File: config.mk
export PLATFORM = sky130hd
export DESIGN_NAME = dual_channel_event_pwm
export DESIGN_NICKNAME = d
export VERILOG_FILES = /design/src/dcep_pkg.sv /design/src/dcep_front.sv /design/src/dcep_queue.sv /design/src/dcep_back.sv /design/src/dual_channel_event_pwm.sv
export SDC_FILE = /design/constraint.sdc
export NUM_CORES = 2
export LEC_CHECK = 0
export BUFFER_PORTS_ARGS = -buffer_cell sky130_fd_sc_hd__buf_4
export CORE_UTILIZATION = 45
export DETAILED_ROUTE_END_ITERATION = 10
export PLACE_DENSITY = 0.59
export SLEW_MARGIN = 20
export SYNTH_ARGS = -nofsm -noshare
export SYNTH_HDL_FRONTEND = slang
export SYNTH_SLANG_ARGS = --single-unit
File: constraint.sdc
create_clock -name clk_i -period 9.8 [get_ports clk_i]
set_input_delay 0.98 -clock clk_i [delete_from_list [all_inputs] [get_ports clk_i]]
set_output_delay 0.98 -clock clk_i [all_outputs]
set_load 0.005 [all_outputs]
File: src/dcep_pkg.sv
// ---------------------------------------------------------------------------
// dcep_pkg
// Shared types and constants for the two-channel event-scheduled PWM.
// ---------------------------------------------------------------------------
package dcep_pkg;

  // Command codes, shared by the input port decode and the internal queue
  typedef enum logic [1:0] {
    CMD_EXPIRY = 2'd0,
    CMD_MOTOR  = 2'd1,
    CMD_TONE   = 2'd2,
    CMD_VOLUME = 2'd3
  } cmd_e;

  // Configuration register indexes
  localparam logic CFG_MOTOR_PERIOD  = 1'b0;
  localparam logic CFG_BUZZER_PERIOD = 1'b1;

  localparam int unsigned TICK_W  = 16;
  localparam int unsigned SPEED_W = 14;
  localparam int unsigned VOL_W   = 8;

  localparam logic [TICK_W-1:0] MOTOR_PERIOD_RST  = 16'd400;
  localparam logic [TICK_W-1:0] BUZZER_PERIOD_RST = 16'd1000;
  localparam logic [TICK_W-1:0] MIN_PERIOD        = 16'd2;
  localparam logic [6:0]        VOLUME_RST        = 7'd10;
  localparam logic [6:0]        VOLUME_MAX        = 7'd100;
  localparam logic [5:0]        VOLUME_CAP        = 6'd50;
  localparam logic [SPEED_W-1:0] SPEED_FULL       = 14'd10000;

  // floor(x/10000) for x < 2^30 as (x * MOTOR_RECIP) >> MOTOR_SHIFT
  localparam int unsigned        MOTOR_PROD_W = 30;
  localparam int unsigned        MOTOR_SHIFT  = 44;
  localparam logic [30:0]        MOTOR_RECIP  = 31'd1759218605;
  // floor(x/100) for x < 2^22 as (x * BUZZER_RECIP) >> BUZZER_SHIFT
  localparam int unsigned        BUZZER_PROD_W = 22;
  localparam int unsigned        BUZZER_SHIFT  = 29;
  localparam logic [22:0]        BUZZER_RECIP  = 23'd5368710;

  localparam int unsigned TIMER_BITS_DEF = 16;
  localparam int unsigned QUEUE_DEPTH_DEF = 4;

  // Classified command handed from the front end to the sequencer
  typedef struct packed {
    cmd_e              op;
    logic              on;
    logic [TICK_W-1:0] high;
    logic [TICK_W-1:0] low;
  } back_cmd_t;

endpackage

File: src/dcep_front.sv
// ---------------------------------------------------------------------------
// dcep_front
// Accepts commands, computes high/low times for the duty or volume and
// pushes a classified command into the queue.
// ---------------------------------------------------------------------------
module dcep_front (
  input  logic                                clk_i,
  input  logic                                rst_ni,
  input  logic                                cfg_we_i,
  input  logic                                cfg_idx_i,
  input  logic [dcep_pkg::TICK_W-1:0]         cfg_data_i,
  input  logic                                in_valid_i,
  output logic                                in_stall_o,
  input  logic [1:0]                          command_i,
  input  logic [dcep_pkg::SPEED_W-1:0]        speed_hundredths_i,
  input  logic                                buzzer_on_i,
  input  logic [dcep_pkg::VOL_W-1:0]          volume_percent_i,
  output logic                                push_o,
  output dcep_pkg::back_cmd_t                 push_data_o,
  input  logic                                full_i
);

  localparam int unsigned TW = dcep_pkg::TICK_W;

  logic [TW-1:0] mper_q, bper_q;
  logic [6:0]    vol_q;

  logic [TW-1:0] mp, bp;
  logic [5:0]    vin50, vst50, volsel;
  logic          accept, adv;

  // stage 0: products
  logic                              s0_v_q;
  dcep_pkg::cmd_e                    s0_cmd_q;
  logic [dcep_pkg::SPEED_W-1:0]      s0_speed_q;
  logic                              s0_bon_q;
  logic [dcep_pkg::MOTOR_PROD_W-1:0] s0_mprod_q;
  logic [dcep_pkg::BUZZER_PROD_W-1:0] s0_bprod_q;
  logic [TW-1:0]                     s0_mp_q, s0_bp_q;

  // stage 1: quotients
  logic                              s1_v_q;
  dcep_pkg::cmd_e                    s1_cmd_q;
  logic                              s1_zero_q, s1_full_q, s1_bon_q;
  logic [TW-1:0]                     s1_mq_q, s1_bq_q, s1_mp_q, s1_bp_q;

  logic [60:0] mrecip_prod;
  logic [44:0] brecip_prod;
  logic [TW-1:0] mhigh, bhigh;

  function automatic logic [TW-1:0] clamp_high(input logic [TW-1:0] high,
                                               input logic [TW-1:0] period);
    logic [TW-1:0] h;
    h = (high == '0) ? TW'(1) : high;
    if (h >= period) h = period - TW'(1);
    return h;
  endfunction

  assign mp = (mper_q < dcep_pkg::MIN_PERIOD) ? dcep_pkg::MIN_PERIOD : mper_q;
  assign bp = (bper_q < dcep_pkg::MIN_PERIOD) ? dcep_pkg::MIN_PERIOD : bper_q;

  assign vin50 = (volume_percent_i > dcep_pkg::VOL_W'(dcep_pkg::VOLUME_CAP))
                 ? dcep_pkg::VOLUME_CAP : volume_percent_i[5:0];
  assign vst50 = (vol_q > 7'(dcep_pkg::VOLUME_CAP)) ? dcep_pkg::VOLUME_CAP : vol_q[5:0];
  assign volsel = (dcep_pkg::cmd_e'(command_i) == dcep_pkg::CMD_VOLUME) ? vin50 : vst50;

  // pipeline moves unless stage 1 holds a command the queue cannot take
  assign adv        = !(s1_v_q && full_i);
  assign in_stall_o = s0_v_q && !adv;
  assign accept     = in_valid_i && !in_stall_o;
  assign push_o     = s1_v_q && !full_i;

  always_ff @(posedge clk_i or negedge rst_ni) begin
    if (!rst_ni) begin
      mper_q <= dcep_pkg::MOTOR_PERIOD_RST;
      bper_q <= dcep_pkg::BUZZER_PERIOD_RST;
      vol_q  <= dcep_pkg::VOLUME_RST;
      s0_v_q <= 1'b0;
      s1_v_q <= 1'b0;
    end else begin
      if (cfg_we_i) begin
        case (cfg_idx_i)
          dcep_pkg::CFG_MOTOR_PERIOD:  mper_q <= cfg_data_i;
          dcep_pkg::CFG_BUZZER_PERIOD: bper_q <= cfg_data_i;
          default: ;
        endcase
      end
      if (accept && dcep_pkg::cmd_e'(command_i) == dcep_pkg::CMD_VOLUME) begin
        vol_q <= (volume_percent_i > 8'(dcep_pkg::VOLUME_MAX)) ? dcep_pkg::VOLUME_MAX
                                                               : volume_percent_i[6:0];
      end
      if (accept) begin
        s0_v_q <= 1'b1;
      end else if (adv) begin
        s0_v_q <= 1'b0;
      end
      if (adv) begin
        s1_v_q <= s0_v_q;
      end
    end
  end

  always_ff @(posedge clk_i) begin
    if (accept) begin
      s0_cmd_q   <= dcep_pkg::cmd_e'(command_i);
      s0_speed_q <= speed_hundredths_i;
      s0_bon_q   <= buzzer_on_i;
      s0_mprod_q <= dcep_pkg::MOTOR_PROD_W'(mp) * dcep_pkg::MOTOR_PROD_W'(speed_hundredths_i);
      s0_bprod_q <= dcep_pkg::BUZZER_PROD_W'(bp) * dcep_pkg::BUZZER_PROD_W'(volsel);
      s0_mp_q    <= mp;
      s0_bp_q    <= bp;
    end
    if (adv && s0_v_q) begin
      s1_cmd_q  <= s0_cmd_q;
      s1_zero_q <= (s0_speed_q == '0);
      s1_full_q <= (s0_speed_q >= dcep_pkg::SPEED_FULL);
      s1_bon_q  <= s0_bon_q;
      s1_mq_q   <= mrecip_prod[dcep_pkg::MOTOR_SHIFT +: TW];
      s1_bq_q   <= brecip_prod[dcep_pkg::BUZZER_SHIFT +: TW];
      s1_mp_q   <= s0_mp_q;
      s1_bp_q   <= s0_bp_q;
    end
  end

  // constant division by reciprocal multiply
  assign mrecip_prod = 61'(s0_mprod_q) * 61'(dcep_pkg::MOTOR_RECIP);
  assign brecip_prod = 45'(s0_bprod_q) * 45'(dcep_pkg::BUZZER_RECIP);

  assign mhigh = clamp_high(s1_mq_q, s1_mp_q);
  assign bhigh = clamp_high(s1_bq_q, s1_bp_q);

  always_comb begin
    push_data_o.op   = s1_cmd_q;
    push_data_o.on   = 1'b0;
    push_data_o.high = '0;
    push_data_o.low  = '0;
    case (s1_cmd_q)
      dcep_pkg::CMD_MOTOR: begin
        if (s1_zero_q) begin
          push_data_o.low = TW'(1);
        end else if (s1_full_q) begin
          push_data_o.on   = 1'b1;
          push_data_o.high = TW'(1);
        end else begin
          push_data_o.on   = 1'b1;
          push_data_o.high = mhigh;
          push_data_o.low  = s1_mp_q - mhigh;
        end
      end
      dcep_pkg::CMD_TONE: begin
        if (s1_bon_q) begin
          push_data_o.on   = 1'b1;
          push_data_o.high = bhigh;
          push_data_o.low  = s1_bp_q - bhigh;
        end else begin
          push_data_o.low = TW'(1);
        end
      end
      dcep_pkg::CMD_VOLUME: begin
        push_data_o.on   = 1'b1;
        push_data_o.high = bhigh;
        push_data_o.low  = s1_bp_q - bhigh;
      end
      default: ;
    endcase
  end

endmodule

File: src/dcep_queue.sv
// ---------------------------------------------------------------------------
// dcep_queue
// Small FIFO of classified commands between front end and sequencer.
// ---------------------------------------------------------------------------
module dcep_queue #(
  parameter int unsigned Depth = dcep_pkg::QUEUE_DEPTH_DEF
) (
  input  logic                clk_i,
  input  logic                rst_ni,
  input  logic                push_i,
  input  dcep_pkg::back_cmd_t push_data_i,
  output logic                full_o,
  input  logic                pop_i,
  output dcep_pkg::back_cmd_t pop_data_o,
  output logic                empty_o
);

  localparam int unsigned PtrW = (Depth > 1) ? $clog2(Depth) : 1;
  localparam int unsigned CntW = $clog2(Depth + 1);

  dcep_pkg::back_cmd_t mem_q [Depth];
  logic [PtrW-1:0] wr_ptr_q, rd_ptr_q;
  logic [CntW-1:0] cnt_q;
  logic            do_push, do_pop;

  assign full_o     = (cnt_q == CntW'(Depth));
  assign empty_o    = (cnt_q == '0);
  assign do_push    = push_i && !full_o;
  assign do_pop     = pop_i && !empty_o;
  assign pop_data_o = mem_q[rd_ptr_q];

  always_ff @(posedge clk_i or negedge rst_ni) begin
    if (!rst_ni) begin
      wr_ptr_q <= '0;
      rd_ptr_q <= '0;
      cnt_q    <= '0;
    end else begin
      if (do_push) begin
        wr_ptr_q <= (wr_ptr_q == PtrW'(Depth - 1)) ? '0 : wr_ptr_q + PtrW'(1);
      end
      if (do_pop) begin
        rd_ptr_q <= (rd_ptr_q == PtrW'(Depth - 1)) ? '0 : rd_ptr_q + PtrW'(1);
      end
      if (do_push && !do_pop) begin
        cnt_q <= cnt_q + CntW'(1);
      end else if (do_pop && !do_push) begin
        cnt_q <= cnt_q - CntW'(1);
      end
    end
  end

  always_ff @(posedge clk_i) begin
    if (do_push) begin
      mem_q[wr_ptr_q] <= push_data_i;
    end
  end

  // front end must respect the full flag, sequencer the empty flag
  a_no_push_full: assert property (@(posedge clk_i) disable iff (!rst_ni)
    full_o |-> !push_i) else $error("push into full queue");
  a_no_pop_empty: assert property (@(posedge clk_i) disable iff (!rst_ni)
    empty_o |-> !pop_i) else $error("pop from empty queue");

endmodule

File: src/dcep_back.sv
// ---------------------------------------------------------------------------
// dcep_back
// Sequencer: unless the output stalls, applies one queued command per cycle
// to the channel state, reschedules the shared timer, registers the result.
// ---------------------------------------------------------------------------
module dcep_back #(
  parameter int unsigned TimerBits = dcep_pkg::TIMER_BITS_DEF
) (
  input  logic                         clk_i,
  input  logic                         rst_ni,
  input  dcep_pkg::back_cmd_t          cmd_i,
  input  logic                         empty_i,
  output logic                         pop_o,
  output logic                         out_valid_o,
  input  logic                         out_stall_i,
  output logic                         motor_level_o,
  output logic                         buzzer_level_o,
  output logic                         timer_running_o,
  output logic [dcep_pkg::TICK_W-1:0]  tick_delta_o,
  output logic [dcep_pkg::TICK_W-1:0]  timer_reload_o
);

  localparam int unsigned TW = dcep_pkg::TICK_W;
  localparam logic [32:0] Full = 33'(1) << TimerBits;
  localparam logic [32:0] DMax = Full - 33'(1);

  typedef struct packed {
    logic          act;
    logic          pin;
    logic [TW-1:0] left;
  } chan_t;

  chan_t         m_q, m_d, b_q, b_d;
  logic [TW-1:0] m_high_q, m_high_d, m_low_q, m_low_d;
  logic [TW-1:0] b_high_q, b_high_d, b_low_q, b_low_d;
  logic [TW-1:0] delta_q, delta_d;
  logic          armed_q, armed_d;
  logic          resched;
  logic          out_v_q;
  logic [32:0]   dcl, rel;

  function automatic chan_t chan_en(input logic on, input logic [TW-1:0] high,
                                    input logic [TW-1:0] low);
    chan_t c;
    if (!on || high == '0) begin
      c = '{act: 1'b0, pin: 1'b0, left: TW'(1)};
    end else if (low == '0) begin
      c = '{act: 1'b0, pin: 1'b1, left: TW'(1)};
    end else begin
      c = '{act: 1'b1, pin: 1'b1, left: high};
    end
    return c;
  endfunction

  function automatic chan_t chan_adv(input chan_t c, input logic [TW-1:0] high,
                                     input logic [TW-1:0] low,
                                     input logic [TW-1:0] delta);
    chan_t r;
    r = c;
    if (c.act) begin
      r.left = (c.left > delta) ? c.left - delta : '0;
      if (r.left == '0) begin
        r.pin  = !c.pin;
        r.left = r.pin ? high : low;
      end
    end
    return r;
  endfunction

  assign pop_o = !empty_i && (!out_v_q || !out_stall_i);

  always_comb begin
    m_d      = m_q;
    b_d      = b_q;
    m_high_d = m_high_q;
    m_low_d  = m_low_q;
    b_high_d = b_high_q;
    b_low_d  = b_low_q;
    resched  = 1'b1;
    case (cmd_i.op)
      dcep_pkg::CMD_EXPIRY: begin
        m_d = chan_adv(m_q, m_high_q, m_low_q, delta_q);
        b_d = chan_adv(b_q, b_high_q, b_low_q, delta_q);
      end
      dcep_pkg::CMD_MOTOR: begin
        m_high_d = cmd_i.high;
        m_low_d  = cmd_i.low;
        m_d      = chan_en(cmd_i.on, cmd_i.high, cmd_i.low);
      end
      dcep_pkg::CMD_TONE: begin
        b_high_d = cmd_i.high;
        b_low_d  = cmd_i.low;
        b_d      = chan_en(cmd_i.on, cmd_i.high, cmd_i.low);
      end
      dcep_pkg::CMD_VOLUME: begin
        // new volume only re-arms a running tone
        if (b_q.act) begin
          b_high_d = cmd_i.high;
          b_low_d  = cmd_i.low;
          b_d      = chan_en(1'b1, cmd_i.high, cmd_i.low);
        end else begin
          resched = 1'b0;
        end
      end
      default: ;
    endcase

    delta_d = delta_q;
    armed_d = armed_q;
    if (resched) begin
      armed_d = m_d.act || b_d.act;
      if (m_d.act && b_d.act) begin
        delta_d = (m_d.left < b_d.left) ? m_d.left : b_d.left;
      end else if (m_d.act) begin
        delta_d = m_d.left;
      end else if (b_d.act) begin
        delta_d = b_d.left;
      end else begin
        delta_d = TW'(1);
      end
    end
  end

  // reload = 2^TimerBits - delta, delta clamped to 1..2^TimerBits-1
  always_comb begin
    dcl = 33'(delta_d);
    if (dcl == '0) dcl = 33'(1);
    if (dcl > DMax) dcl = DMax;
    rel = Full - dcl;
  end

  always_ff @(posedge clk_i or negedge rst_ni) begin
    if (!rst_ni) begin
      m_q      <= '0;
      b_q      <= '0;
      m_high_q <= '0;
      m_low_q  <= '0;
      b_high_q <= '0;
      b_low_q  <= '0;
      delta_q  <= TW'(1);
      armed_q  <= 1'b1;
      out_v_q  <= 1'b0;
    end else begin
      if (pop_o) begin
        m_q      <= m_d;
        b_q      <= b_d;
        m_high_q <= m_high_d;
        m_low_q  <= m_low_d;
        b_high_q <= b_high_d;
        b_low_q  <= b_low_d;
        delta_q  <= delta_d;
        armed_q  <= armed_d;
        out_v_q  <= 1'b1;
      end else if (!out_stall_i) begin
        out_v_q  <= 1'b0;
      end
    end
  end

  always_ff @(posedge clk_i) begin
    if (pop_o) begin
      motor_level_o   <= m_d.pin;
      buzzer_level_o  <= b_d.pin;
      timer_running_o <= armed_d;
      tick_delta_o    <= delta_d;
      timer_reload_o  <= rel[TW-1:0];
    end
  end

  assign out_valid_o = out_v_q;

  a_act_armed: assert property (@(posedge clk_i) disable iff (!rst_ni)
    (m_q.act || b_q.act) |-> armed_q) else $error("channel running, timer stopped");
  a_stop_delta: assert property (@(posedge clk_i) disable iff (!rst_ni)
    !armed_q |-> (delta_q == TW'(1))) else $error("stopped timer with delta != 1");
  a_m_left: assert property (@(posedge clk_i) disable iff (!rst_ni)
    m_q.act |-> (m_q.left != '0 && m_high_q != '0 && m_low_q != '0))
    else $error("running motor channel with zero count");
  a_b_left: assert property (@(posedge clk_i) disable iff (!rst_ni)
    b_q.act |-> (b_q.left != '0 && b_high_q != '0 && b_low_q != '0))
    else $error("running buzzer channel with zero count");

endmodule

File: src/dual_channel_event_pwm.sv
// ---------------------------------------------------------------------------
// dual_channel_event_pwm
// Two-channel (motor, buzzer) PWM scheduler sharing one interval timer.
// ---------------------------------------------------------------------------
// Usage:
//   Input channel (in_valid_i / in_stall_o) carries one command per
//   transaction: timer expiry, set motor speed (0.01 % units), buzzer on/off
//   or set buzzer volume. Every command returns exactly one transaction on
//   the output channel (out_valid_o / out_stall_i) with both pin levels,
//   timer run flag, ticks to the next edge and the up-counter reload value.
//   Periods are written through cfg_we_i/cfg_idx_i/cfg_data_i while idle;
//   index 0 is the motor period, index 1 the buzzer period (below 2 acts as 2).
// Timing:
//   The accepting edge loads the period*duty product stage, then the
//   reciprocal multiply for the /10000 or /100 fills the quotient stage,
//   followed by a queue write and the sequencer's registered result.
//   Throughput is one transaction per cycle while out_stall_i is low; the
//   sequencer's registered state update is the loop that sets it.
// Reset:
//   Both channels off, timer flagged running with delta 1, volume 10 %,
//   periods 400 and 1000 ticks. No clearing pass.
// Backpressure:
//   A stalled result holds in the output register; the sequencer stops, the
//   queue fills, and the front end then raises in_stall_o.
// ---------------------------------------------------------------------------
module dual_channel_event_pwm #(
  parameter int unsigned TimerBits  = dcep_pkg::TIMER_BITS_DEF,
  parameter int unsigned QueueDepth = dcep_pkg::QUEUE_DEPTH_DEF
) (
  input  logic                         clk_i,
  input  logic                         rst_ni,
  input  logic                         cfg_we_i,
  input  logic                         cfg_idx_i,
  input  logic [dcep_pkg::TICK_W-1:0]  cfg_data_i,
  input  logic                         in_valid_i,
  output logic                         in_stall_o,
  input  logic [1:0]                   command_i,
  input  logic [dcep_pkg::SPEED_W-1:0] speed_hundredths_i,
  input  logic                         buzzer_on_i,
  input  logic [dcep_pkg::VOL_W-1:0]   volume_percent_i,
  output logic                         out_valid_o,
  input  logic                         out_stall_i,
  output logic                         motor_level_o,
  output logic                         buzzer_level_o,
  output logic                         timer_running_o,
  output logic [dcep_pkg::TICK_W-1:0]  tick_delta_o,
  output logic [dcep_pkg::TICK_W-1:0]  timer_reload_o
);

  // front end -> queue
  logic                push;
  dcep_pkg::back_cmd_t push_data;
  logic                q_full;
  // queue -> sequencer
  logic                pop;
  dcep_pkg::back_cmd_t pop_data;
  logic                q_empty;

  // classify and compute high/low times
  dcep_front u_front (
    .clk_i              (clk_i),
    .rst_ni             (rst_ni),
    .cfg_we_i           (cfg_we_i),
    .cfg_idx_i          (cfg_idx_i),
    .cfg_data_i         (cfg_data_i),
    .in_valid_i         (in_valid_i),
    .in_stall_o         (in_stall_o),
    .command_i          (command_i),
    .speed_hundredths_i (speed_hundredths_i),
    .buzzer_on_i        (buzzer_on_i),
    .volume_percent_i   (volume_percent_i),
    .push_o             (push),
    .push_data_o        (push_data),
    .full_i             (q_full)
  );

  // decouples front end and sequencer stalls
  dcep_queue #(
    .Depth (QueueDepth)
  ) u_queue (
    .clk_i       (clk_i),
    .rst_ni      (rst_ni),
    .push_i      (push),
    .push_data_i (push_data),
    .full_o      (q_full),
    .pop_i       (pop),
    .pop_data_o  (pop_data),
    .empty_o     (q_empty)
  );

  // channel state, timer scheduling, output register
  dcep_back #(
    .TimerBits (TimerBits)
  ) u_back (
    .clk_i           (clk_i),
    .rst_ni          (rst_ni),
    .cmd_i           (pop_data),
    .empty_i         (q_empty),
    .pop_o           (pop),
    .out_valid_o     (out_valid_o),
    .out_stall_i     (out_stall_i),
    .motor_level_o   (motor_level_o),
    .buzzer_level_o  (buzzer_level_o),
    .timer_running_o (timer_running_o),
    .tick_delta_o    (tick_delta_o),
    .timer_reload_o  (timer_reload_o)
  );

endmodule
Word-level counts from Yosys, hierarchy flattened
Memories as Yosys holds them, arrays and structs flattened.
Cells that the tools add are included.
Storage, ports and cells
  flip-flop bits (word level): 371
  latch bits: 0
  memory bits (writable): 140
  bits in read-only memories: 0
  input bits: 47
  output and inout port bits: 37
  memories: 1
Operators by class
  $add $sub $neg: 11
  multiply operators: 4
  div/mod/pow operators: 0
  order comparisons: 12
  equal/unequal tests: 13
  shift operators: 0
  muxes and demuxes: 55
  bitwise gates (word level): 1
  reduce and logical (&&, ||, !) cells: 42
Memories
  u_queue.mem_q: depth 4, width 35, rd ports 1, clocked after memory_dff 0, wr ports 1, line dcep_queue.sv:21  | dcep_pkg::back_cmd_t mem_q [Depth];
Operators by type and width (number)
  16-bit 2-to-1 mux: 23
  16-bit logical NOT: 7
  17-bit 2-to-1 mux: 6
  33-bit case mux with 3 select lines: 1
  18-bit 2-to-1 mux: 4
  16-bit case mux with 2 select lines: 2
  16-bit subtractor: 4
  30-bit by 31-bit multiplier with 60-bit output (second input constant): 1
  18-bit case mux with 3 select lines: 1
  22-bit by 22-bit multiplier with 44-bit output (second input constant): 1
  18-bit case mux with 2 select lines: 1
  16-bit >= comparator: 2
  16-bit greater-than comparator: 2
  16-bit by 2-bit < comparator with 1-bit output (second input constant): 2
  16-bit by 1-bit subtractor with 16-bit output (second input constant): 2
  16-bit by 14-bit multiplier with 30-bit output: 1
  16-bit by 6-bit multiplier with 22-bit output: 1
  6-bit 2-to-1 mux: 3
  16-bit greater-than comparator (second input constant): 1
  16-bit < comparator: 1
  1-bit by 16-bit subtractor with 16-bit output (first input constant): 1
  2-bit == test (second input constant): 7
  14-bit >= comparator (second input constant): 1
  14-bit logical NOT: 1
  22 further kinds: 62

Logic depth before layout (Yosys ltp)
  word-level depth: 15
  depth in mapped cells: 36

Hierarchy
A second synthesis with hierarchy kept.
Second synthesis, totals
  cell total of the unflattened synthesis: 5667
  area, all modules: 60349.1 um^2
By module, submodules not included
  dcep_front: times used 1, cells an instance 4266, area each 44141.1 um^2
  dcep_back: times used 1, cells an instance 1181, area each 10652.7 um^2
  dcep_queue: times used 1, cells an instance 220, area each 5555.3 um^2

Least setup slack after synthesis
Ideal clock, no wire load.
  path type: flip-flop to flip-flop
  start: reg u_back.m_q[0] (netlist name)
  end: reg u_back.timer_reload_o[14] (netlist name), data pin
  arrival: 7740 ps
  setup slack: 1800 ps
  stages on the path, launching flop included: 34
  buffers on the path: 0
  clock period less this slack: 8000 ps
  cell sequence: dfrtp_1 inv_1 ha_1 fa_1 nor2b_1 o21ai_1 xnor2_1 or4_1 a2111oi_0 nand4_1 or4b_1 nand2_1 nand2_1 a211oi_1 ha_1 a21o_1 a21o_1 a21o_1 a21o_1 a21o_1 a21o_1 a221oi_1 nand3_1 o31ai_4 nor2_2 a222oi_1 nand4_1 nor4_4 a21oi_1 ha_1 and2_1 nand3b_1 nor3_1 xnor2_1
RTL lines
  from (decl): line dcep_back.sv:33  | chan_t m_q, m_d, b_q, b_d;
  from (signal assigned): line dcep_back.sv:145  | m_q <= m_d;
  to (signal assigned): line dcep_back.sv:166  | timer_reload_o <= rel[TW-1:0];
  to (decl): line dcep_back.sv:20  | output logic [dcep_pkg::TICK_W-1:0] timer_reload_o

Final worst setup path
  start: reg u_back.b_q[0] (netlist name)
  end: reg u_back.timer_reload_o[14] (netlist name), data pin
On the way
  word-level cells in the longest chain between the ends: 15
  elaborated cells between the ends (all ways): 19
RTL lines
  from (decl): line dcep_back.sv:33
  from (signal assigned): line dcep_back.sv:135  | b_q <= '0;
  from (signal assigned): line dcep_back.sv:146  | b_q <= b_d;
  16-bit subtractor / 16-bit greater-than comparator (equally long branches): line dcep_back.sv:61  | r.left = (c.left > delta) ? c.left - delta : '0;
  16-bit 2-to-1 mux: line dcep_back.sv:61
  16-bit logical NOT: line dcep_back.sv:62  | if (r.left == '0) begin
  17-bit 2-to-1 mux: line dcep_back.sv:62
  17-bit 2-to-1 mux: line dcep_back.sv:60  | if (c.act) begin
  18-bit case mux with 3 select lines (*): line dcep_back.sv:80  | case (cmd_i.op)
  16-bit < comparator / 16-bit 2-to-1 mux (equally long branches): line dcep_back.sv:113, dcep_back.sv:116
  16-bit 2-to-1 mux (on tied branches): line dcep_back.sv:113, dcep_back.sv:114
  16-bit 2-to-1 mux (*): line dcep_back.sv:112  | if (m_d.act && b_d.act) begin
  16-bit 2-to-1 mux (*): line dcep_back.sv:110  | if (resched) begin
  16-bit logical NOT: line dcep_back.sv:127  | if (dcl == '0) dcl = 33'(1);
  16-bit 2-to-1 mux (*): line dcep_back.sv:127
  16-bit greater-than comparator: line dcep_back.sv:128  | if (dcl > DMax) dcl = DMax;
  16-bit 2-to-1 mux (*): line dcep_back.sv:128
  1-bit by 16-bit subtractor with 16-bit output (*): line dcep_back.sv:129  | rel = Full - dcl;
  net u_back.rel[14]: line dcep_back.sv:40  | logic [32:0] dcl, rel;
The timed path passes the listed nets; every way through them passes the cells marked *.
A chain may end at the register's enable or synchronous reset.

==> summary by stage <==
Route
The detail route stage leaves a number of antenna-violating nets equal to 0. In the routed design, unresolved DRC markers number 0. In the final routed layout, each cell accounts on average for 21.8 µm. The detailed router finished its first iteration with 2909 violations. The first detailed-routing pass took 6 iterations. The number of vias after detailed routing is 39700.

The number of vias per cell is 5.40. Summed over all layers, the routed wires come to 160000 µm.

Cells and area
The filler-free cell count of the finished design is 7351. The filler cell count in the final layout is 12000. At the end of the flow, the number of nets in the layout was 7224. The multi-input combinational cells in the finished layout cover a total of 0.0399 mm².

Relative to the synthesized area, the layout overhead comes to 7.88%. Registers take 0.0145 mm². The post-route netlist has 8.01% of its cells at a drive strength greater than 1.

Critical path
In this design, the stage delay of the slowest critical-path cell is 0.59 ns. The critical path arrival is 9.59 ns. The most numerous cell type found on the critical path is sky130_fd_sc_hd__a21o_1. STA classifies the critical path endpoint as a register.

For the worst setup path, the data required time is 10.22 ns. The critical setup path kind is register to register. The category of the worst setup path launch point is a register. Across all register-to-register paths, the minimum setup slack is 0.63 ns. The slowest stage of the critical path belongs to the cell sky130_fd_sc_hd__o31ai_1. The largest driver fanout on the critical path is 11.

Clock tree
Once the clock tree was built, the setup fixing pass inserted 0 buffers. At the later pin of the worst-skew pair, clock insertion delay measures 0.67 ns. The clock net in this run drives a total of 511 sinks. The master cell of the clock root buffer is sky130_fd_sc_hd__clkbuf_16. The clock tree synthesis step divided the H-tree into 2 levels. The clock edge transition at the registers on the reported setup and hold paths is 0.07 ns. After clock tree synthesis, the flow added hold-fix buffers numbering 0. Once the clock tree was built, the resizer swapped 0 gates to a different size. TritonCTS created 60 clock buffers. The clock tree buffer depth is 3.

TritonCTS built the clock tree.

Yosys
The post-synthesis instance total is 5533. Yosys attributes the largest share of cell area to sky130_fd_sc_hd__fa_1 (27%), sky130_fd_sc_hd__edfxtp_1 (17%), sky130_fd_sc_hd__ha_1 (17%). The combined area of all synthesized cells is 0.0593 mm². The mux share of post-synthesis cell area is 4.00%. The flip-flop and latch count after synthesis is 511. For this run, the register share of the synthesized area comes to 24.5%.

After synthesis, the largest family of logic cells by area is adder cells. The average size of a mapped cell is 10.7 µm². The synthesized design devotes to its leading area cell type 27.5% of total area. The simple-gate portion of the synthesized area is 8.38%.

The cell type contributing the most total cell area after synthesis is sky130_fd_sc_hd__fa_1. The synthesized netlist devotes 2.28% of its cell area to XOR and XNOR gates. Counting instances in the post-synthesis netlist gives the leading cell types as sky130_fd_sc_hd__inv_1 (1110), sky130_fd_sc_hd__fa_1 (814), sky130_fd_sc_hd__ha_1 (809).

The number of distinct standard cells referenced by the synthesized netlist is 97. The number of nets in the synthesized netlist is 7203. The synthesized netlist devotes 8.05% of its cell area to compound gates. In the synthesized netlist the dominant register cell turns out to be sky130_fd_sc_hd__edfxtp_1. The most common cell in the synthesized netlist is sky130_fd_sc_hd__inv_1.

Of all flip-flops after synthesis, the portion carrying an async set or reset was 32.5%. The number of flops mapped to enable cells by yosys is 345. Summing the areas of all fa, ha and maj instances in the mapped netlist gives 44.5% of the synthesized area. For this run, the number of Yosys warnings is 0.

Die
84 I/O pins were placed. The number of cell rows is 132. The floorplan step set the die width to 365 µm. The die span in y is 365 µm. The effective utilization at floorplan is 45.6%. The floorplan step defined a die boundary enclosing 0.133 mm². The core region is 0.130 mm².

Timing
The number of max-slew violations in the final report was 0. The hold violation count in the final report is 0. The worst slew margin relative to its limit is 16.6%.

Setup repair after global routing left no endpoint under its margin. After routing, the total negative slack on setup checks comes to 0 ns. The clock arrives with 0.0313 ns of skew. The actual transition at the worst max-transition pin is 1.24 ns. For this run, the top clock speed supported by timing is 109 MHz. The share of the clock period used by the worst path is 93.6%. The count of final setup violators is 0.

Subtracting the final worst setup slack from the clock period gives 9.17 ns.

Outcome
The run finished with clean final reports.

Worst hold path
The path class of the lowest-slack min-delay path is input pin to async pin.

Place
The final estimated routing congestion in global placement is 0.964. The wire-length estimate of the detail-placed layout is 132000 µm. The cell total after placement is 7234. The count of port buffers added during placement is 83.

Global route
The global-route total usage across every layer is 24.8%. The total overflow left after global routing is 0. The initial antenna violation count was 1. The maximum number of pins on one net before global-route repair is 67.

The via count of the first global-routing pass is 41800. The first global-routing pass estimated 251000 µm of wire.

Job
The max capacitance violation total is 0.
==> worst paths after layout <==
kind | from | end | cells past startpoint
hold reg to reg | u_front.s0_mp_q[15] | u_front.s1_mp_q[15] | 0
min in group clk_i | u_front.s0_mp_q[15] | u_front.s1_mp_q[15] | 0
hold / removal | rst_ni | u_front.s0_v_q | 1
setup / recovery | u_back.b_q[0] | u_back.timer_reload_o[14] | 36
max in group asynchronous | rst_ni | u_back.delta_q[15] | 3
setup reg to reg | u_back.b_q[0] | u_back.timer_reload_o[14] | 36
==> through the flow <==
| step | setup WS (ns) | hold slack [ns] | utilization, % | area [µm²] |
|---|---|---|---|---|
| CTS | 0.740 | 0.318 | 49.2 | 64000 |
| global route | 0.0185 | 0.355 | 49.2 | 64000 |
| finish | 0.629 | 0.335 | 49.2 | 64000 |
| global placement | 0.953 | 0.402 | 47.6 | 61900 |
| floorplan | 1.80 | 0.400 | - | 59300 |
| detailed placement | 0.775 | 0.405 | 47.6 | 61900 |
==> kinds of logic after synthesis <==
| kind of cell | Yosys count |
|---|---|
| adders and majority gates | 1623 |
| AOI/OAI and AO/OA | 721 |
| buffers and inverters | 1300 |
| muxes | 181 |
| DFF | 511 |
| and+or+nand+nor | 1044 |
| xor gates and xnor gates | 153 |
==> state kept, by name (all words and copies together), names as in the netlist, 3 cells and up <==
name and flops:
u_queue.mem_q 140, u_front.s0_mprod_q 30, u_front.s0_bprod_q 22, u_back.b_q 18, u_back.m_q 18, u_back.b_high_q 16
u_back.b_low_q 16, u_back.delta_q 16, u_back.m_high_q 16, u_back.m_low_q 16, u_back.tick_delta_o 16, u_back.timer_reload_o 16
u_front.bper_q 16, u_front.mper_q 16, u_front.s0_bp_q 16, u_front.s0_mp_q 16, u_front.s1_bp_q 16, u_front.s1_bq_q 16
u_front.s1_mp_q 16, u_front.s1_mq_q 16, u_front.s0_speed_q 14, u_front.vol_q 7, u_queue.cnt_q 3
==> final cells by class <==
class,instances,share of cell area (%)
well taps,1742,3.41
clock inverters,46,0.809
flip-flops and latches,511,22.7
clock buffers,68,2.41
multi-input cells,3722,62.4
diodes,3,0.0117
repair buffers,147,1.75
inverters,1112,6.52
==> cell usage in the layout, fill, tap and decap left out, types with 23 or more instances in the layout <==
master	n
sky130_fd_sc_hd__edfxtp_1	345
sky130_fd_sc_hd__fa_1	814
sky130_fd_sc_hd__ha_1	809
sky130_fd_sc_hd__and3_1	30
sky130_fd_sc_hd__a21o_1	88
sky130_fd_sc_hd__xnor2_1	115
sky130_fd_sc_hd__a21oi_1	164
sky130_fd_sc_hd__nand4_1	36
sky130_fd_sc_hd__nand3_1	53
sky130_fd_sc_hd__dfrtp_1	152
sky130_fd_sc_hd__a211oi_1	33
sky130_fd_sc_hd__mux2i_1	29
sky130_fd_sc_hd__clkbuf_16	60
sky130_fd_sc_hd__nand2_1	429
sky130_fd_sc_hd__mux4_2	33
sky130_fd_sc_hd__nor4_1	33
sky130_fd_sc_hd__nor3_1	53
sky130_fd_sc_hd__and2_1	123
sky130_fd_sc_hd__mux2_2	116
sky130_fd_sc_hd__inv_1	1110
sky130_fd_sc_hd__buf_4	145
sky130_fd_sc_hd__xor2_1	37
sky130_fd_sc_hd__nand2b_1	35
sky130_fd_sc_hd__o21ai_0	160
sky130_fd_sc_hd__a31oi_1	23
sky130_fd_sc_hd__nor2_1	168
sky130_fd_sc_hd__nor2b_1	30
sky130_fd_sc_hd__o22ai_1	31
==> per-layer routing <==
metal / vias to the layer above / part of all wire (%) / routed length, µm / GRT usage (%)
met4: 2 / 2.7 / 4350 / 6.35
met1: 20200 / 46 / 73500 / 35.1
met2: 996 / 47 / 74900 / 40.7
li1: 18300 / - / - / -
met5: - / 0.0044 / 7 / 0
met3: 217 / 4.7 / 7560 / 2.78
==> worst max-delay path, delay by kind of cell, from the launching register on <==
kind,cells,cell delay (ns)
DFF,1,0.39
AOI/OAI and AO/OA,15,4.17
buffers and inverters,4,0.61
and+or+nand+nor,12,2.33
adders and majority gates,4,1.25
xor gates and xnor gates,1,0.15
Power is not shown: default switching activity piles up to over one toggle a cycle in this logic, so the estimate is an artifact.
